<file path="src/rk2a_pkg.sv">
package rk2a_pkg;

    // Field widths
    localparam int unsigned KEY_W  = 8;
    localparam int unsigned CHAR_W = 7;

    // Keymap geometry
    localparam int unsigned KEYMAP_SIZE = 75;
    localparam int unsigned KEYMAP_IDX_W = $clog2(KEYMAP_SIZE);

    typedef logic [KEY_W-1:0]  t_keycode;
    typedef logic [CHAR_W-1:0] t_char;

    // Modifier press and release codes
    localparam t_keycode KC_SHIFT_L_DN = 8'd96;
    localparam t_keycode KC_SHIFT_R_DN = 8'd97;
    localparam t_keycode KC_CAPS_DN    = 8'd98;
    localparam t_keycode KC_CTRL_DN    = 8'd99;
    localparam t_keycode KC_SHIFT_L_UP = 8'd224;
    localparam t_keycode KC_SHIFT_R_UP = 8'd225;
    localparam t_keycode KC_CAPS_UP    = 8'd226;
    localparam t_keycode KC_CTRL_UP    = 8'd227;

    // Character constants
    localparam t_char CH_NONE   = 7'h00;
    localparam t_char CH_LOW_A  = 7'h61;
    localparam t_char CH_LOW_Z  = 7'h7A;
    localparam t_char CASE_DIFF = 7'h20;
    localparam t_char CTRL_DIFF = 7'h60;

    // Base keymap, indexed by key code
    localparam t_char KEYMAP [KEYMAP_SIZE] = '{
        7'h60, 7'h31, 7'h32, 7'h33, 7'h34, 7'h35, 7'h36, 7'h37, 7'h38, 7'h39,
        7'h30, 7'h2D, 7'h3D,
        7'h5C, 7'h00, 7'h30, 7'h71, 7'h77, 7'h65, 7'h72, 7'h74, 7'h79, 7'h75,
        7'h69, 7'h6F, 7'h70,
        7'h5B, 7'h5D, 7'h00, 7'h31, 7'h32, 7'h33, 7'h61, 7'h73, 7'h64, 7'h66,
        7'h67, 7'h68, 7'h6A,
        7'h6B, 7'h6C, 7'h3B, 7'h27, 7'h00, 7'h00, 7'h34, 7'h35, 7'h36, 7'h00,
        7'h7A, 7'h78, 7'h63,
        7'h76, 7'h62, 7'h6E, 7'h6D, 7'h2C, 7'h2E, 7'h2F, 7'h00, 7'h2E, 7'h37,
        7'h38, 7'h39, 7'h20,
        7'h08, 7'h09, 7'h0D, 7'h0D, 7'h1B, 7'h7F, 7'h00, 7'h00, 7'h00, 7'h2D
    };

    function automatic logic is_lower(input t_char c);
        return (c >= CH_LOW_A) && (c <= CH_LOW_Z);
    endfunction

    // Shifted symbol for punctuation and digit keys; others pass through
    function automatic t_char shifted_symbol(input t_char c);
        t_char s;
        case (c)
            7'h5B:   s = 7'h7B;
            7'h5D:   s = 7'h7D;
            7'h5C:   s = 7'h7C;
            7'h27:   s = 7'h22;
            7'h3B:   s = 7'h3A;
            7'h2F:   s = 7'h3F;
            7'h2E:   s = 7'h3E;
            7'h2C:   s = 7'h3C;
            7'h60:   s = 7'h7E;
            7'h3D:   s = 7'h2B;
            7'h2D:   s = 7'h5F;
            7'h31:   s = 7'h21;
            7'h32:   s = 7'h40;
            7'h33:   s = 7'h23;
            7'h34:   s = 7'h24;
            7'h35:   s = 7'h25;
            7'h36:   s = 7'h5E;
            7'h37:   s = 7'h26;
            7'h38:   s = 7'h2A;
            7'h39:   s = 7'h28;
            7'h30:   s = 7'h29;
            default: s = c;
        endcase
        return s;
    endfunction

endpackage

</file>
<file path="src/rk2a_key_if.sv">
interface rk2a_key_if;
    logic                valid;
    logic                ready;
    rk2a_pkg::t_keycode  keycode;

    modport source (output valid, output keycode, input ready);
    modport sink   (input valid, input keycode, output ready);
endinterface

</file>
<file path="src/rk2a_char_if.sv">
interface rk2a_char_if;
    logic             valid;
    logic             ready;
    rk2a_pkg::t_char  ascii_char;

    modport source (output valid, output ascii_char, input ready);
    modport sink   (input valid, input ascii_char, output ready);
endinterface

</file>
<file path="src/raw_keycode_to_ascii.sv">
// Raw keyboard code to ASCII translator.
//
// i_key carries one raw 8-bit key code per word (bit 7 set on release);
// o_char returns exactly one 7-bit character per key word, 0 when the key
// gives no character (modifiers, releases, unmapped keys).
// Both channels move a word when valid and ready are high at a clock edge.
//
// The key word lands in an input register; the keymap lookup, modifier
// logic and flag update sit between that register and the result register.
// o_char.valid rises once the word moves from the input register into the result
// register. Throughput is one word per cycle while o_char.ready stays high;
// the path between the two registers is a single combinational pass.
// The input stage keeps taking words while a result waits, as long as it
// is empty or its word moves on in the same cycle.
//
// Reset (i_rst_n low, synchronous) empties both stages and clears the
// control, shift and caps lock flags. When the receiver holds o_char.ready
// low, the result holds, the input stage fills, then i_key.ready drops.
module raw_keycode_to_ascii (
    input  logic         i_clk,
    input  logic         i_rst_n,
    rk2a_key_if.sink     i_key,
    rk2a_char_if.source  o_char
);

    logic                r_in_valid;
    rk2a_pkg::t_keycode  r_keycode;
    logic                r_out_valid;
    rk2a_pkg::t_char     r_ascii;

    logic                r_ctrl;
    logic                r_shift;
    logic                r_caps;
    logic                n_ctrl;
    logic                n_shift;
    logic                n_caps;
    logic                is_modifier;

    rk2a_pkg::t_char     base_char;
    rk2a_pkg::t_char     n_ascii;

    logic                out_adv;
    logic                in_adv;

    // Handshake chain
    assign out_adv     = r_in_valid && (!r_out_valid || o_char.ready);
    assign in_adv      = i_key.valid && i_key.ready;
    assign i_key.ready = !r_in_valid || out_adv;

    assign o_char.valid      = r_out_valid;
    assign o_char.ascii_char = r_ascii;

    // Modifier decode and flag update
    always_comb begin
        n_ctrl      = r_ctrl;
        n_shift     = r_shift;
        n_caps      = r_caps;
        is_modifier = 1'b1;
        unique case (r_keycode) inside
            rk2a_pkg::KC_CAPS_DN:  n_caps  = 1'b1;
            rk2a_pkg::KC_CAPS_UP:  n_caps  = 1'b0;
            rk2a_pkg::KC_CTRL_DN:  n_ctrl  = 1'b1;
            rk2a_pkg::KC_CTRL_UP:  n_ctrl  = 1'b0;
            rk2a_pkg::KC_SHIFT_L_DN, rk2a_pkg::KC_SHIFT_R_DN: n_shift = 1'b1;
            rk2a_pkg::KC_SHIFT_L_UP, rk2a_pkg::KC_SHIFT_R_UP: n_shift = 1'b0;
            default:               is_modifier = 1'b0;
        endcase
    end

    // Keymap lookup; codes past the table give no character
    always_comb begin
        base_char = rk2a_pkg::CH_NONE;
        if (!is_modifier && (r_keycode < rk2a_pkg::KEY_W'(rk2a_pkg::KEYMAP_SIZE))) begin
            base_char = rk2a_pkg::KEYMAP[r_keycode[rk2a_pkg::KEYMAP_IDX_W-1:0]];
        end
    end

    // Modifiers in priority order: control, shift, caps lock
    always_comb begin
        n_ascii = base_char;
        if (base_char != rk2a_pkg::CH_NONE) begin
            if (r_ctrl && rk2a_pkg::is_lower(base_char)) begin
                n_ascii = base_char - rk2a_pkg::CTRL_DIFF;
            end else if (r_shift) begin
                n_ascii = rk2a_pkg::is_lower(base_char) ?
                          (base_char - rk2a_pkg::CASE_DIFF) :
                          rk2a_pkg::shifted_symbol(base_char);
            end else if (r_caps && rk2a_pkg::is_lower(base_char)) begin
                n_ascii = base_char - rk2a_pkg::CASE_DIFF;
            end
        end
    end

    // Input stage
    always_ff @(posedge i_clk) begin
        if (!i_rst_n) begin
            r_in_valid <= 1'b0;
        end else if (in_adv) begin
            r_in_valid <= 1'b1;
        end else if (out_adv) begin
            r_in_valid <= 1'b0;
        end
    end

    always_ff @(posedge i_clk) begin
        if (in_adv) begin
            r_keycode <= i_key.keycode;
        end
    end

    // Result stage and modifier flags
    always_ff @(posedge i_clk) begin
        if (!i_rst_n) begin
            r_out_valid <= 1'b0;
            r_ctrl      <= 1'b0;
            r_shift     <= 1'b0;
            r_caps      <= 1'b0;
        end else begin
            if (out_adv) begin
                r_out_valid <= 1'b1;
                r_ctrl      <= n_ctrl;
                r_shift     <= n_shift;
                r_caps      <= n_caps;
            end else if (o_char.ready) begin
                r_out_valid <= 1'b0;
            end
        end
    end

    always_ff @(posedge i_clk) begin
        if (out_adv) begin
            r_ascii <= n_ascii;
        end
    end

endmodule
</file>
<file path="src/flat_wrapper.sv">
// flat-port wrapper written by rule: the top's interface ports become plain ports
module raw_keycode_to_ascii_flat 
  (i_clk, i_rst_n, i_key_valid, i_key_keycode, i_key_ready, o_char_valid, o_char_ascii_char, o_char_ready);
  rk2a_key_if i_key_i ();
  rk2a_char_if o_char_i ();
  input  logic i_clk;
  input  logic i_rst_n;
  input wire logic [$bits(i_key_i.valid)-1:0] i_key_valid;
  input wire logic [$bits(i_key_i.keycode)-1:0] i_key_keycode;
  output wire logic [$bits(i_key_i.ready)-1:0] i_key_ready;
  output wire logic [$bits(o_char_i.valid)-1:0] o_char_valid;
  output wire logic [$bits(o_char_i.ascii_char)-1:0] o_char_ascii_char;
  input wire logic [$bits(o_char_i.ready)-1:0] o_char_ready;
  assign i_key_i.valid = i_key_valid;
  assign i_key_i.keycode = i_key_keycode;
  assign i_key_ready = i_key_i.ready;
  assign o_char_valid = o_char_i.valid;
  assign o_char_ascii_char = o_char_i.ascii_char;
  assign o_char_i.ready = o_char_ready;
  raw_keycode_to_ascii u_core (.i_clk(i_clk), .i_rst_n(i_rst_n), .i_key(i_key_i), .o_char(o_char_i));
endmodule
</file>
<file path="config.mk">
export PLATFORM = sky130hd
export DESIGN_NAME = raw_keycode_to_ascii_flat
export DESIGN_NICKNAME = d
export VERILOG_FILES = /design/src/rk2a_pkg.sv /design/src/rk2a_key_if.sv /design/src/rk2a_char_if.sv /design/src/raw_keycode_to_ascii.sv /design/src/flat_wrapper.sv
export SDC_FILE = /design/constraint.sdc
export NUM_CORES = 1
export LEC_CHECK = 0
export ABC_AREA = 1
export BUFFER_PORTS_ARGS = -buffer_cell sky130_fd_sc_hd__buf_2
export CORE_MARGIN = 10
export CORE_UTILIZATION = 35
export DETAILED_ROUTE_END_ITERATION = 7
export PLACE_DENSITY_LB_ADDON = 0.12
export SLEW_MARGIN = 25
export SYNTH_ARGS = -nofsm -noshare
export SYNTH_HDL_FRONTEND = slang
export SYNTH_SLANG_ARGS = --single-unit
</file>
<file path="constraint.sdc">
create_clock -name i_clk -period 3.4 [get_ports i_clk]
set_clock_uncertainty 0.05 [all_clocks]
set_input_delay 0.68 -clock i_clk [delete_from_list [all_inputs] [get_ports i_clk]]
set_output_delay 0.68 -clock i_clk [all_outputs]
set_load 0.02 [all_outputs]
</file>
==> reports/results.ini, run 1 <==
[global_route]
grt_overflow = 0
grt_antenna_before_repair = 0
grt_pass1_wl_um = 11500
grt_pass1_vias = 2466
grt_max_degree = 23
grtUsageTotal_pct = 12.0

[cells_and_area]
antennaDiodeCount = 0
regArea_um2 = 551
multiInputGateArea_um2 = 1660
layout-drive-gt1-share_pct = 21.3
nFillCells = 746
syn_to_final_growth_pct = 10.0
nets = 436

[power]
power_density_nw_per_um2 = 275
cellLeakagePower_uw = 0.00135
fin_total_pwr_uw = 750
vdd_ir_drop_max_mv = 0.279

[route]
drtIter0Drc = 219
num_vias = 2615
ant_nets = 0
drt-wirelength-per-cell_um = 13.2
first_pass_iters = 5
drc = 0
routed_wl_um = 6720
via_per_inst = 5.13

[clock_tree]
postCtsResizedCells = 0
cts-hold-fix-buffers = 0
clk_path_buf_depth = 2
htree_levels = 1
cts_root_buf = clkbuf_8
cts_buffers = 3
cts_tree = built
clk_latency_ps = 270
clock-sinks = 20
path_clk_slew_ps = 80

[setup_path]
crit_path_start_kind = flop
cp_max_fo = 9
path_buf_inv = 1
critPathTopFamily = simple AND/OR/NAND/NOR gates
required_ps = 3370
cp-end-kind = flop
path_cells = inv_1 -> ha_1 -> nand2_1 -> nand3_1 -> nand2_1 -> nand2_1 -> nand2_1 -> o21ai_2 -> nand2_4 -> nor2_4 -> nand3_1 -> nand2_1 -> nor2_1 -> nand2_2 -> nor2_4 -> nand2_4 -> nand2_4 -> nor3_1 -> nor2_1
path_common_cell = nand2_1
cpMaxStageDelayCell = edfxtp_1
arrival_ps = 3060
worstSetupPathType = flop to flop
slowest_delay_ps = 390

[die]
start_util_pct = 36.4
die_w_um = 104
io_pins = 21
die_area_um2 = 10900
num_rows = 30
die_y_um = 104
coreArea_um2 = 6830

[sta]
period_minus_slack_ps = 3090
worstMarginPinSlew_ps = 435
rsz0062_at_grt = false
slew_violations = 0
setup_violations = 0
setup_tns_ps = 0
fmax_mhz = 324
fin_crit_sh_pct = 90.8
slew_headroom_pct = 71.0
hold_viol_final = 0

[status]
status = finished clean

[synth]
synthesis.area_um2 = 2480
synth.avg_cell_area_um2 = 6.32
synth_edf_count = 15
yosys_warnings = 0
synth_cell_type_count = 34
yosysSeqAreaShare_pct = 22.2
syn_nets = 414
synth-main-ff-cell = edfxtp_1
synthArstFlopShare_pct = 0
synthCells = 393
synth-seq-cells = 20

[place]
gp_congestion = 0.928
io_buffers = 20
place_hpwl_um = 5300

[hold_path]
hp-class = flop to flop

[job]
cap_viol_max_count = 0

## layout make-up
cell class              count  area share, %
clock buffers               4           2.43
inverters                  47           6.64
multi-input cells         317           60.6
flip-flops and latches     20           20.1
well taps                  96           4.39
repair buffers             26           5.77
## report_power, final
group / total (uW) / leakage (uW) / switching [uW] / internal [uW]
combinational: 257 / 0.00113 / 176 / 80.4
sequential: 286 / 0.000187 / 9.12 / 276
clock: 208 / 0.0000339 / 80.4 / 128
total: 750 / 0.00135 / 266 / 485
## final timing paths
kind	from	to	slack (ps)	cells after the start
setup / recovery	u_core.r_keycode[0]	u_core.o_char.ascii_char[0]	310	19
hold / removal	u_core.r_ctrl	u_core.r_ctrl	400	2
setup reg to reg	u_core.r_keycode[0]	u_core.o_char.ascii_char[0]	310	19
hold reg to reg	u_core.r_ctrl	u_core.r_ctrl	400	2
## stage by stage
step                      instances  utilization, %  hold slack [ps]  setup slack (ps)  cell area [um^2]
after floorplan                 393               -              373               527              2480
after global placement          505            38.8              391               193              2650
after detailed placement        505            38.8              395               271              2650
after CTS                       509            39.7              408               285              2710
after global routing            510            40.0              440              40.2              2730
final                           510            40.0              401               312              2730
## timing repair
action                                 CTS  global route
setup buffers                            0             1
endpoints found under the hold margin    0             0
setup endpoints to repair                0             3
## worst min-delay path: cells and delay by family (launching register included)
| kind | cells | cell delay [ps] |
|---|---|---|
| DFF | 1 | 320 |
| AOI/OAI and AO/OA | 1 | 50 |
| buffers and inverters | 1 | 50 |
## metal layers
metal | track usage (%) | share of wire, %
met4 | 3.08 | 1.1
met5 | 0 | 0
met2 | 17.8 | 43
met1 | 17.6 | 48
met3 | 1.55 | 8.2
## registers in the layout, summed over array words and instances, names as in the netlist
| name | cells |
|---|---|
| u_core.r_ctrl | 1 |
| u_core.r_shift | 1 |
| u_core.r_in_valid | 1 |
| u_core.o_char.ascii_char | 7 |
| u_core.r_caps | 1 |
| u_core.o_char.valid | 1 |
| u_core.r_keycode | 8 |
## Yosys cell counts, types with 7 or more instances
cell type | n | area, um^2
ha_1 | 9 | 113
nand2_4 | 7 | 78.8
nand4_1 | 7 | 43.8
edfxtp_1 | 15 | 450
nand2_1 | 121 | 454
a21oi_1 | 19 | 95.1
nand2_2 | 12 | 75.1
inv_2 | 10 | 37.5
inv_1 | 36 | 135
nor2_1 | 30 | 113
o21ai_1 | 7 | 35.0
nor2_2 | 12 | 75.1
o21ai_0 | 9 | 45.0
nand3_1 | 58 | 290
## placed cells by master, fill, tap and decap left out
cell and instances:
buf_2 20, buf_4 5, inv_6 1, o21a_2 1
clkbuf_8 3, ha_1 9, nor2_2 12, o21ai_2 3
a21oi_2 2, nand4_1 7, dfxtp_1 5, edfxtp_1 15
nand2_4 7, nor2_1 30, inv_1 36, nor3_1 3
nor3_4 1, nand3_1 58, a31oi_1 1, a21oi_1 19
clkbuf_16 1, o21ai_0 9, nand2_2 12, o21ai_1 7
nand3b_1 2, buf_12 1, o21a_1 1, a21boi_2 1
nand2_1 121, inv_2 10, nor2_4 4, nand3_2 3
o2111ai_1 2, nor3b_1 1, a21oi_4 1
## cell families (layout without fill, tap and decap cells)
| logic type | count (synthesis) | after routing | share of synthesized area, % |
|---|---|---|---|
| flops | 20 | 20 | 22.2 |
| simple gates | 261 | 261 | 50.7 |
| compound gates | 47 | 47 | 11.5 |
| buf+inv | 56 | 77 | 11.1 |
| fa+ha+maj | 9 | 9 | 4.53 |
(Power assumes the default switching activity.)
==> inputs of run 2 (changes only) <==
--- a/config.mk
+++ b/config.mk
@@ -9,2 +9,4 @@
 export BUFFER_PORTS_ARGS = -buffer_cell sky130_fd_sc_hd__buf_2
+export CELL_PAD_IN_SITES_DETAIL_PLACEMENT = 1
+export CELL_PAD_IN_SITES_GLOBAL_PLACEMENT = 1
 export CORE_MARGIN = 10
==> constraint.sdc (replaced) <==
create_clock -name i_clk -period 3.4 [get_ports i_clk]
set_clock_uncertainty 0.05 [all_clocks]
set_input_delay 0.34 -clock i_clk [delete_from_list [all_inputs] [get_ports i_clk]]
set_output_delay 0.34 -clock i_clk [all_outputs]
set_load 0.02 [all_outputs]
==> reports/results.ini, run 2 (same netlist as run 1, synthesis figures left out) <==
[status]
status = finished clean

[die]
coreArea_um2 = 6830  ; unchanged
start_util_pct = 36.4  ; unchanged
die_area_um2 = 10900  ; unchanged
num_rows = 30  ; unchanged
die_y_um = 104  ; unchanged
io_pins = 21  ; unchanged
die_w_um = 104  ; unchanged

[route]
ant_nets = 0  ; unchanged
drc = 0  ; unchanged
drtIter0Drc = 190  ; -13%
first_pass_iters = 4  ; -1
drt-wirelength-per-cell_um = 15.3  ; +16%
via_per_inst = 5.12  ; -0.12%
routed_wl_um = 7810  ; +16%
num_vias = 2617  ; +0.076%

[global_route]
use_met2_pct = 21.1  ; +3.3 points
grt_overflow = 0  ; unchanged
met1_usage_pct = 21.5  ; +3.9 points
grt_max_degree = 23  ; unchanged
grt_pass1_wl_um = 13400  ; +17%
grt_pass1_vias = 2648  ; +7.4%
use_met3_pct = 1.67  ; +0.12 points
grtUsageTotal_pct = 14.2  ; +2.2 points
grt_antenna_before_repair = 0  ; unchanged
grt_busiest_layer = met1

[clock_tree]
clk_latency_ps = 260  ; about the same
cts_root_buf = clkbuf_8
htree_levels = 1  ; unchanged
cts-hold-fix-buffers = 0  ; unchanged
clock-sinks = 20  ; unchanged
cts_tree = built
clk_path_buf_depth = 2  ; unchanged
cts_buffers = 3  ; unchanged
path_clk_slew_ps = 80  ; about the same

[place]
placed_area_um2 = 2650  ; unchanged
place_hpwl_um = 6450  ; +22%
io_buffers = 20  ; unchanged
dp_cells = 505  ; unchanged
gp_congestion = 0.921  ; -0.77%

[hold_path]
hp-start = i_key_keycode[3]
hp-class = input pin to flop

[sta]
slew_headroom_pct = 73.4  ; +2.5 points
rsz0062_at_grt = true
fin_crit_sh_pct = 93.8  ; +3.0 points
worstMarginPinSlew_ps = 398  ; -37.2 ps
slew_violations = 0  ; unchanged
period_minus_slack_ps = 3190  ; +101 ps
hold_viol_final = 0  ; unchanged
fmax_mhz = 314  ; -3.2%
setup_violations = 0  ; unchanged

[cells_and_area]
syn_to_final_growth_pct = 11.0
top_register = u_core.r_keycode
largest_reg_flops = 8  ; unchanged
nets = 437  ; +0.23%
stdcell_count = 511  ; +0.20%
antennaDiodeCount = 0  ; unchanged
final_common_cell = nand2_1
nFillCells = 937  ; +26%
stdcell_area_um2 = 2760  ; +0.87%
layout-drive-gt1-share_pct = 22.4  ; +1.2 points
layout_common_cells = 121 x nand2_1, 58 x nand3_1, 35 x inv_1, 30 x nor2_1, 20 x buf_2

[setup_path]
r2r-start = u_core.r_keycode[0]
cp_max_fo = 9  ; unchanged
cp-end-kind = flop
cpMaxStageDelayCell = edfxtp_1
arrival_ps = 3160  ; +100 ps
r2r_cells = 17  ; -2
required_ps = 3370  ; about the same
crit_path_start_kind = flop
path_common_cell = nand2_4
endpoint = u_core.o_char.ascii_char[2]
regToRegSetupSlack_ps = 210  ; -100 ps
path_cells = buf_4 -> ha_1 -> inv_1 -> nand2_1 -> nand4_1 -> nand2_2 -> nor2_2 -> nand2_4 -> nor3_4 -> buf_4 -> nand3_1 -> nand4_1 -> nor2_4 -> nand2_4 -> nand2_4 -> o21ai_1 -> a21oi_2
worstSetupPathType = flop to flop
slowest_delay_ps = 400  ; about the same
reg2reg_to = u_core.o_char.ascii_char[2]
cp-startpoint = u_core.r_keycode[0]

[power]
power_density_nw_per_um2 = 276  ; +0.42%
cellLeakagePower_uw = 0.00136  ; +0.74%
vdd_ir_drop_max_mv = 0.299  ; +7.2%

[job]
cap_viol_max_count = 0  ; unchanged

-- run 2: cell types whose count changed in the layout (fill, tap and decap cells not counted) --
cell and change:
a21oi_1 -1, a21oi_2 +1, buf_4 +1, ha_1 -1, ha_2 +1, inv_1 -1
inv_2 +1, nor2_2 -1, nor2_4 +1, nor3_1 -1, nor3_2 +1
-- run 2: power by group --
| part | switching, uW | internal, uW | total (uW) |
|---|---|---|---|
| logic | 186 | 81.3 | 268 |
| clock network | 80.0 | 128 | 208 |
| registers | 8.36 | 276 | 285 |
-- run 2: through the flow --
stage | setup WS [ps] | utilization [%] | setup TNS (ps) | hold slack (ps) | power, uW
after detailed placement | 90.3 | 38.8 | 0 | 421 | 552
after floorplan | 527 | - | 0 | 373 | 488
after global routing | -6.04 | 40.4 | -6.04 | 197 | 810
after global placement | 56.3 | 38.8 | 0 | 401 | 552
final | 211 | 40.4 | 0 | 203 | 760
after CTS | 97.7 | 39.7 | 0 | 198 | 763
-- run 2: metal layers --
layer | wire length [um] | vias to the layer above
li1 | - | 1330
met1 | 4060 | 1214
met2 | 3330 | 67
met3 | 393 | 6
met4 | 25 | 0
met5 | 0 | -
-- run 2: how the worst min path moves through the flow --
stage	end	slack [ps]	cells past startpoint
final	u_core.r_keycode[3]	200	1
after global routing	u_core.r_keycode[5]	200	1
after CTS	u_core.r_keycode[2]	200	1
after detailed placement	u_core.r_ctrl	420	2
after global placement	u_core.r_ctrl	400	2
after floorplan	u_core.r_ctrl	370	2
-- run 2: timing repair --
action	CTS	global route
hold endpoints to repair	0	0
setup buffers	0	2
gates resized for setup	0	5
endpoints found under the setup margin	0	7
-- run 2: worst max-delay path, delay by kind of cell, from the launching register on --
kind / cells / cell delay [ps]
adders and majority gates: 1 / 240
AOI/OAI and AO/OA: 2 / 240
buffers and inverters: 3 / 450
DFF: 1 / 400
and+or+nand+nor: 11 / 1580
-- run 2: area by class of cell --
type                       count  area, um^2  share of cell area, %
multi-input combinational    317        1670                   60.7
sequential                    20         551                   20.0
inverter                      47         181                   6.58
timing repair buffer          27         165                   5.99
tap                           96         120                   4.36
clock buffer                   4        66.3                   2.40
==> inputs of run 3 (changes only) <==
- REMOVE_ABC_BUFFERS: unset -> 1
==> reports/results.ini, run 3 (same netlist as run 1, synthesis figures left out) <==
[status]
status = finished clean

[route]
drc = 0  ; unchanged
via_per_inst = 5.22  ; +2.0%
drt-wirelength-per-cell_um = 15.9  ; +3.9%
first_pass_iters = 5  ; +1
ant_nets = 0  ; unchanged
num_vias = 2679  ; +2.4%
drtIter0Drc = 148  ; -22%
routed_wl_um = 8150  ; +4.3%

[cells_and_area]
final_util_pct = 40.6  ; +0.27 points
stdcell_count = 513  ; +0.39%
nets = 439  ; +0.46%
largest_reg_flops = 8  ; unchanged
final_common_cell = nand2_1
antennaDiodeCount = 0  ; unchanged
top_register = u_core.r_keycode
nFillCells = 951  ; +1.5%
layout_common_cells = 121 x nand2_1, 58 x nand3_1, 35 x inv_1, 30 x nor2_1, 20 x buf_2
layout-drive-gt1-share_pct = 23.0  ; +0.61 points
syn_to_final_growth_pct = 11.7

[die]
num_rows = 30  ; unchanged
die_y_um = 104  ; unchanged
coreArea_um2 = 6830  ; unchanged
die_area_um2 = 10900  ; unchanged
die_w_um = 104  ; unchanged
start_util_pct = 36.4  ; unchanged
io_pins = 21  ; unchanged

[place]
dp_slack_ps = 100  ; +9.68 ps
dp_cells = 506  ; +0.20%
io_buffers = 20  ; unchanged
place_hpwl_um = 6570  ; +1.9%
gp_congestion = 0.920  ; -0.15%

[setup_path]
worstSetupPathType = flop to flop
regToRegSetupSlack_ps = 210  ; about the same
path_buf_inv = 3  ; unchanged
required_ps = 3370  ; about the same
critPathTopFamily = simple AND/OR/NAND/NOR gates
cpMaxStageDelayCell = edfxtp_1
crit_path_start_kind = flop
path_common_cell = nand2_4
arrival_ps = 3150  ; about the same
slowest_delay_ps = 410  ; about the same
cp-end-kind = flop
path_cells = buf_4 -> ha_1 -> inv_1 -> nand2_1 -> nand4_1 -> nand2_2 -> nor2_2 -> nand2_4 -> nor3_4 -> buf_4 -> nand3_1 -> nand2_1 -> nor2_1 -> nand2_2 -> nor2_4 -> nand2_4 -> nand2_4 -> o21ai_1 -> a21oi_2
cp_max_fo = 9  ; unchanged

[sta]
slew_violations = 0  ; unchanged
setup_violations = 0  ; unchanged
worstMarginPinSlew_ps = 427  ; +29.2 ps
fin_crit_sh_pct = 93.7  ; about the same
slew_headroom_pct = 71.5  ; -1.9 points
setup_tns_ps = 0  ; unchanged
period_minus_slack_ps = 3190  ; -2.16 ps
fmax_mhz = 314  ; about the same
final.setup.worst_slack_ps = 213  ; +2.16 ps
hold_viol_final = 0  ; unchanged

[hold_path]
hp-class = input pin to flop

[global_route]
grtUsageTotal_pct = 14.9  ; +0.65 points
grt_pass1_vias = 2760  ; +4.2%
grt_antenna_before_repair = 0  ; unchanged
grt_max_degree = 23  ; unchanged
grt_overflow = 0  ; unchanged
grt_pass1_wl_um = 13900  ; +3.7%

[clock_tree]
cts_root_buf = clkbuf_8
path_clk_slew_ps = 80  ; about the same
cts_buffers = 3  ; unchanged
clock-sinks = 20  ; unchanged
clk_latency_ps = 260  ; about the same
htree_levels = 1  ; unchanged
cts_tree = built
cts-hold-fix-buffers = 0  ; unchanged
clk_path_buf_depth = 2  ; unchanged

[power]
vdd_ir_drop_max_mv = 0.244  ; -18%
cellLeakagePower_uw = 0.00137  ; +0.41%
power_density_nw_per_um2 = 275  ; -0.23%

[job]
cap_viol_max_count = 0  ; unchanged

[run 3: changes by cell type in the layout (fill, tap and decap cells not counted), sizes merged]
| cell | delta |
|---|---|
| clkinv | +1 |
| buf | +2 |
| inv | -1 |
[run 3: layout make-up]
| class | instances | area (um^2) | area share [%] |
|---|---|---|---|
| repair buffers | 29 | 180 | 6.49 |
| multi-input cells | 317 | 1680 | 60.4 |
| well taps | 96 | 120 | 4.33 |
| inverters | 47 | 183 | 6.58 |
| clock buffers | 4 | 66.3 | 2.39 |
| flip-flops and latches | 20 | 551 | 19.8 |
[run 3: final timing paths]
kind | cells past startpoint | endpoint | from
hold reg to reg | 2 | u_core.r_ctrl | u_core.r_ctrl
hold / removal | 1 | u_core.r_keycode[7] | i_key_keycode[7]
setup / recovery | 19 | u_core.o_char.ascii_char[3] | u_core.r_keycode[0]
setup reg to reg | 19 | u_core.o_char.ascii_char[3] | u_core.r_keycode[0]
[run 3: what timing repair did]
| item | CTS | global route |
|---|---|---|
| setup endpoints to repair | 0 | 7 |
| resized for setup | 0 | 7 |
| hold endpoints to repair | 0 | 0 |
| buffers inserted | 0 | 3 |
[run 3: power by group]
part	switching [uW]	leakage, uW	total (uW)	internal [uW]
clock network	78.9	0.0000339	206	128
logic	187	0.00115	271	83.4
registers	9.92	0.000187	286	277
total	276	0.00137	764	487
[run 3: through the flow]
step | hold WS, ps | cell area, um^2 | power (uW)
after floorplan | 373 | 2390 | 476
after global placement | 405 | 2660 | 553
after detailed placement | 398 | 2660 | 554
after CTS | 202 | 2720 | 763
after global routing | 193 | 2780 | 818
final | 208 | 2780 | 764
[run 3: metal layers]
metal | vias to the layer above | routed length (um) | GRT usage (%) | part of all wire (%)
met5 | - | 0 | 0 | 0
met4 | 0 | 45 | 2.39 | 0.55
met3 | 5 | 329 | 1.73 | 4.0
met2 | 69 | 3670 | 22.4 | 45
met1 | 1268 | 4100 | 22.1 | 50
li1 | 1337 | - | - | -
